[src/hdl/wsh_pkg.sv]
// Shared constants, types and hash helpers for the weighted simhash block.
package wsh_pkg;

   localparam int MAX_SEGMENTS = 8;
   localparam int MAX_OUT      = 8;
   localparam int SEG_LIMIT    = (MAX_SEGMENTS < MAX_OUT) ? MAX_SEGMENTS : MAX_OUT;
   localparam int SEG_IDX_W    = (SEG_LIMIT > 1) ? $clog2(SEG_LIMIT) : 1;
   localparam int SEG_BITS     = 32;
   localparam int CNT_W        = 48;
   localparam int ROW_W        = SEG_BITS * CNT_W;
   localparam int CFG_W        = 4;
   localparam int WIDX_W       = 3;
   localparam int AMT_W        = 32;

   localparam logic [31:0] C1 = 32'hcc9e2d51;
   localparam logic [31:0] C2 = 32'h1b873593;
   localparam logic [31:0] C3 = 32'he6546b64;
   localparam logic [31:0] C4 = 32'h85ebca6b;
   localparam logic [31:0] C5 = 32'hc2b2ae35;
   localparam int ROT_K = 15;
   localparam int ROT_H = 13;
   localparam logic [31:0] KEY_LEN = 32'd4;

   localparam logic [CNT_W-1:0] CNT_MAX = {1'b0, {(CNT_W-1){1'b1}}};
   localparam logic [CNT_W-1:0] CNT_MIN = {1'b1, {(CNT_W-1){1'b0}}};

   typedef struct packed {
      logic                 capture;
      logic                 key1;
      logic                 key2;
      logic                 mix1;
      logic                 mix2;
      logic                 upd;
      logic                 frd;
      logic                 fout;
      logic                 clear_all;
      logic                 last;
      logic [SEG_IDX_W-1:0] seg;
   } cmd_type;

   typedef struct packed {
      logic [SEG_IDX_W-1:0] last_seg;
   } status_type;

   function automatic logic [31:0] rotl(input logic [31:0] v, input int s);
      rotl = (v << s) | (v >> (32 - s));
   endfunction

endpackage

[src/hdl/wsh_ctrl.sv]
// Sequencer for the weighted simhash block: key steps per item, mix, update, read and output steps per segment.
module wsh_ctrl (
   input  logic                clock,
   input  logic                reset,
   input  logic                start,
   input  logic                req_kind,
   input  wsh_pkg::status_type status,
   output logic                busy,
   output wsh_pkg::cmd_type    cmd
);
   import wsh_pkg::*;

   typedef enum logic [7:0] {
      ST_IDLE = 8'b0000_0001,
      ST_KEY1 = 8'b0000_0010,
      ST_KEY2 = 8'b0000_0100,
      ST_MIX1 = 8'b0000_1000,
      ST_MIX2 = 8'b0001_0000,
      ST_UPD  = 8'b0010_0000,
      ST_FRD  = 8'b0100_0000,
      ST_FOUT = 8'b1000_0000
   } state_type;

   state_type            state_ff, state_in;
   logic [SEG_IDX_W-1:0] seg_ff, seg_in;
   logic                 at_last;

   assign at_last = (seg_ff == status.last_seg);
   assign busy    = (state_ff != ST_IDLE);

   always_comb begin
      state_in = state_ff;
      seg_in   = seg_ff;
      case (state_ff)
         ST_IDLE: begin
            seg_in = '0;
            if (start) begin
               state_in = req_kind ? ST_FRD : ST_KEY1;
            end
         end
         ST_KEY1: state_in = ST_KEY2;
         ST_KEY2: state_in = ST_MIX1;
         ST_MIX1: state_in = ST_MIX2;
         ST_MIX2: state_in = ST_UPD;
         ST_UPD: begin
            if (at_last) begin
               state_in = ST_IDLE;
            end else begin
               seg_in   = seg_ff + 1'b1;
               state_in = ST_MIX1;
            end
         end
         ST_FRD: state_in = ST_FOUT;
         ST_FOUT: begin
            if (at_last) begin
               state_in = ST_IDLE;
            end else begin
               seg_in   = seg_ff + 1'b1;
               state_in = ST_FRD;
            end
         end
         default: state_in = ST_IDLE;
      endcase
   end

   always_comb begin
      cmd.capture   = (state_ff == ST_IDLE) && start;
      cmd.key1      = (state_ff == ST_KEY1);
      cmd.key2      = (state_ff == ST_KEY2);
      cmd.mix1      = (state_ff == ST_MIX1);
      cmd.mix2      = (state_ff == ST_MIX2);
      cmd.upd       = (state_ff == ST_UPD);
      cmd.frd       = (state_ff == ST_FRD);
      cmd.fout      = (state_ff == ST_FOUT);
      cmd.clear_all = (state_ff == ST_FOUT) && at_last;
      cmd.last      = at_last;
      cmd.seg       = seg_ff;
   end

   always_ff @(posedge clock) begin
      if (reset) begin
         state_ff <= ST_IDLE;
         seg_ff   <= '0;
      end else begin
         state_ff <= state_in;
         seg_ff   <= seg_in;
      end
   end

endmodule

[config.mk]
export PLATFORM = sky130hd
export DESIGN_NAME = wsh_ctrl
export DESIGN_NICKNAME = d
export VERILOG_FILES = /design/src/hdl/wsh_pkg.sv /design/src/hdl/wsh_ctrl.sv
export SDC_FILE = /design/constraint.sdc
export NUM_CORES = 1
export LEC_CHECK = 0
export ABC_AREA = 1
export BUFFER_PORTS_ARGS = -buffer_cell sky130_fd_sc_hd__clkbuf_2
export CAP_MARGIN = 25
export CORE_AREA = 3 3 52 54
export CTS_CLUSTER_DIAMETER = 30
export DETAILED_ROUTE_END_ITERATION = 10
export DIE_AREA = 0 0 55 57
export GPL_TIMING_DRIVEN = 0
export PLACE_DENSITY = 0.6
export SYNTH_ARGS = -nofsm -noshare
export SYNTH_HDL_FRONTEND = slang
export SYNTH_SLANG_ARGS = --single-unit
[constraint.sdc]
create_clock -name clock -period 1.2 [get_ports clock]
set_input_delay 0.18 -clock clock [delete_from_list [all_inputs] [get_ports clock]]
set_output_delay 0.18 -clock clock [all_outputs]
set_load 0.01 [all_outputs]
==> impl_metrics.ini <==
[pwr]
power.density_nw_per_um2 = 752
total_power_mw = 1.02
leakagePower_nw = 0.702
vdd.ir_drop.worst_mv = 0.492

[synth]
ys_seq_elements = 11
synth_top_area_cell = dfxtp_1
synth_cell_types = 21
yosysSeqAreaShare_pct = 28.3
synthCells = 113
synth_top_area_share_pct = 28.3
syn_nets = 121
synthTopCellsByArea = dfxtp_1 28%, nand2_4 12%, nand2_1 11%, nor2_1 7.7%, inv_1 6.8%
avgSynthCellArea_um2 = 6.89
syn_area_um2 = 778
yosys_warnings = 0

[timing]
tightestPinTransition_ns = 0.254
fin_crit_ns = 1.43
worst_slack_ns = -0.231
fin_skew_ns = 0.00833
rsz0062_at_grt = yes
fin_crit_sh_pct = 119
slew_headroom_pct = 83.0
final_hold_viol_count = 0
setup_viol = 16
slew_violations = 0
fmax_mhz = 699

[cells_and_area]
most-common-layout-cells = 15 x nand2_1, 14 x buf_6, 14 x buf_4
drive_gt1_share_pct = 70.7
regArea_um2 = 241
diodes = 0
n_fill_cell = 204
nets = 166
layoutNonFillerInstCount = 185
final_common_cell = nand2_1
multi_input_area_um2 = 619
synthToLayoutAreaGrowth_pct = 74.4

[floorplan]
die_area_um2 = 3140
die_w_um = 55
io_pins = 21
die_height_um = 57
start_util_pct = 34.5
coreArea_um2 = 2250
rows = 17

[global_route]
grt_overflow = 0
use_met3_pct = 6.27
grt_pass1_wl_um = 3280
grt_pass1_vias = 781
grt_usage_pct = 14.5
grt_use_met1_pct = 16.5
top_usage_layer = met2
grt_max_degree = 9
grt_antenna_before_repair = 0
grtUsageMet2_pct = 23.6

[clocking]
cts_tree = yes
clockBufferDepth = 2
clock-sinks = 11
clkTransAtPathRegs_ns = 0.09
clock_latency_ns = 0.29
cts-buffers-inserted = 3
hold_buffers = 0
cts_max_level = 1
cts-root-buf = clkbuf_4

[placement]
dpl.cell_count = 160
portBuffers = 19
dp_hpwl_um = 1310
place_congestion = 0.747

[routing]
ant_nets = 0
drt_first_pass_iters = 4
vias = 844
drtIter0Drc = 2
drc = 0
totalWireLength_um = 2190
wire_per_inst_um = 11.8
drt-vias-per-instance = 4.56

[setup_path]
cp.arrival_ns = 1.25
path_cells = inv_2, nand2_4, nor2_4, nand2_4, nor2_2, buf_2
critPathLaunchType = flip-flop
cp_max_fo = 5
critical_path_class = reg -> out
critical-path-slowest-cell = dfxtp_2
endpoint_kind = primary output
cp_common_cell = nand2_4
cpPeakStageDelay_ns = 0.34
crit_required_ns = 1.02

[outcome]
failed_checks = setup timing
status = complete, but fails checks

[worst_hold_path]
hold_path.class = in -> reg

[run]
cap_violations = 0
timing repair:
item                                    4_1_cts  5_1_grt
pin swaps                                    15       20
gates resized for setup                      21       61
endpoints found under the setup margin       11       19
buffers inserted                             15        7
worst paths after layout:
path	end	depth (start not counted)	from	slack, ns
setup / recovery	cmd[12]	6	state_ff[7]$_SDFFE_PP0P_	-0.23
hold / removal	state_ff[1]$_SDFFE_PP0P_	2	req_kind	0.11
setup reg to reg	state_ff[0]$_SDFFE_PP1P_	10	state_ff[7]$_SDFFE_PP0P_	-0.18
hold reg to reg	seg_ff[2]$_SDFFE_PP0P_	2	seg_ff[2]$_SDFFE_PP0P_	0.53
cell type report:
class	count	area share [%]
Multi-Input combinational cell	76	45.6
Timing Repair Buffer	40	23.3
Sequential cell	11	17.8
Inverter	24	7.56
Tap cell	28	2.58
Clock buffer	4	1.94
Buffer	2	1.20
logic make-up after synthesis:
family,Yosys count,synth area share (%)
flops,11,28.3
simple gates,68,50.5
fa+ha+maj,1,1.61
buf+inv,26,13.2
xor+xnor,2,3.22
compound gates,5,3.21
through the flow:
stage	setup WS [ns]	TNS, ns	cell area [um^2]	hold slack [ns]	utilization [%]
floorplan	0.116	0	778	0.259	-
global placement	0.0156	0	908	0.377	40.3
detailed placement	0.00584	0	908	0.373	40.3
CTS	-0.258	-2.42	1090	0.0767	48.4
global route	-0.304	-3.81	1360	0.102	60.2
finish	-0.231	-2.59	1360	0.109	60.2
flip-flops by register name (all words and copies together) (netlist names):
name / flops
state_ff: 8
seg_ff: 3
worst max-delay path, delay by kind of cell, from the launching register on:
family        cells  cell delay (ns)
buf+inv           2             0.20
flops             1             0.34
simple gates      4             0.42
cell usage after synthesis:
master,count
nor2_1,16
dfxtp_1,11
ha_1,1
a21oi_1,4
nor4_1,1
xnor2_2,1
nand4_1,2
nand2_1,23
nor2_4,2
nand3_4,1
nand2_4,8
xor2_1,1
clkbuf_2,1
o21ai_1,1
inv_1,14
nand3_1,8
inv_2,10
nor2_8,1
buf_4,1
nor2_2,2
nand2_2,4
routing by layer:
layer | part of all wire (%) | routed length [um]
met1 | 37 | 811
met2 | 58 | 1270
met3 | 4.5 | 98
met4 | 0.55 | 12
met5 | 0 | 0
power by group:
| group | total, mW | switching [mW] | internal (mW) |
|---|---|---|---|
| Sequential | 0.379 | 0.0103 | 0.369 |
| Combinational | 0.356 | 0.202 | 0.154 |
| Clock | 0.286 | 0.157 | 0.129 |
| Total | 1.02 | 0.369 | 0.652 |
Note: power is estimated with default switching activity, not from simulation.
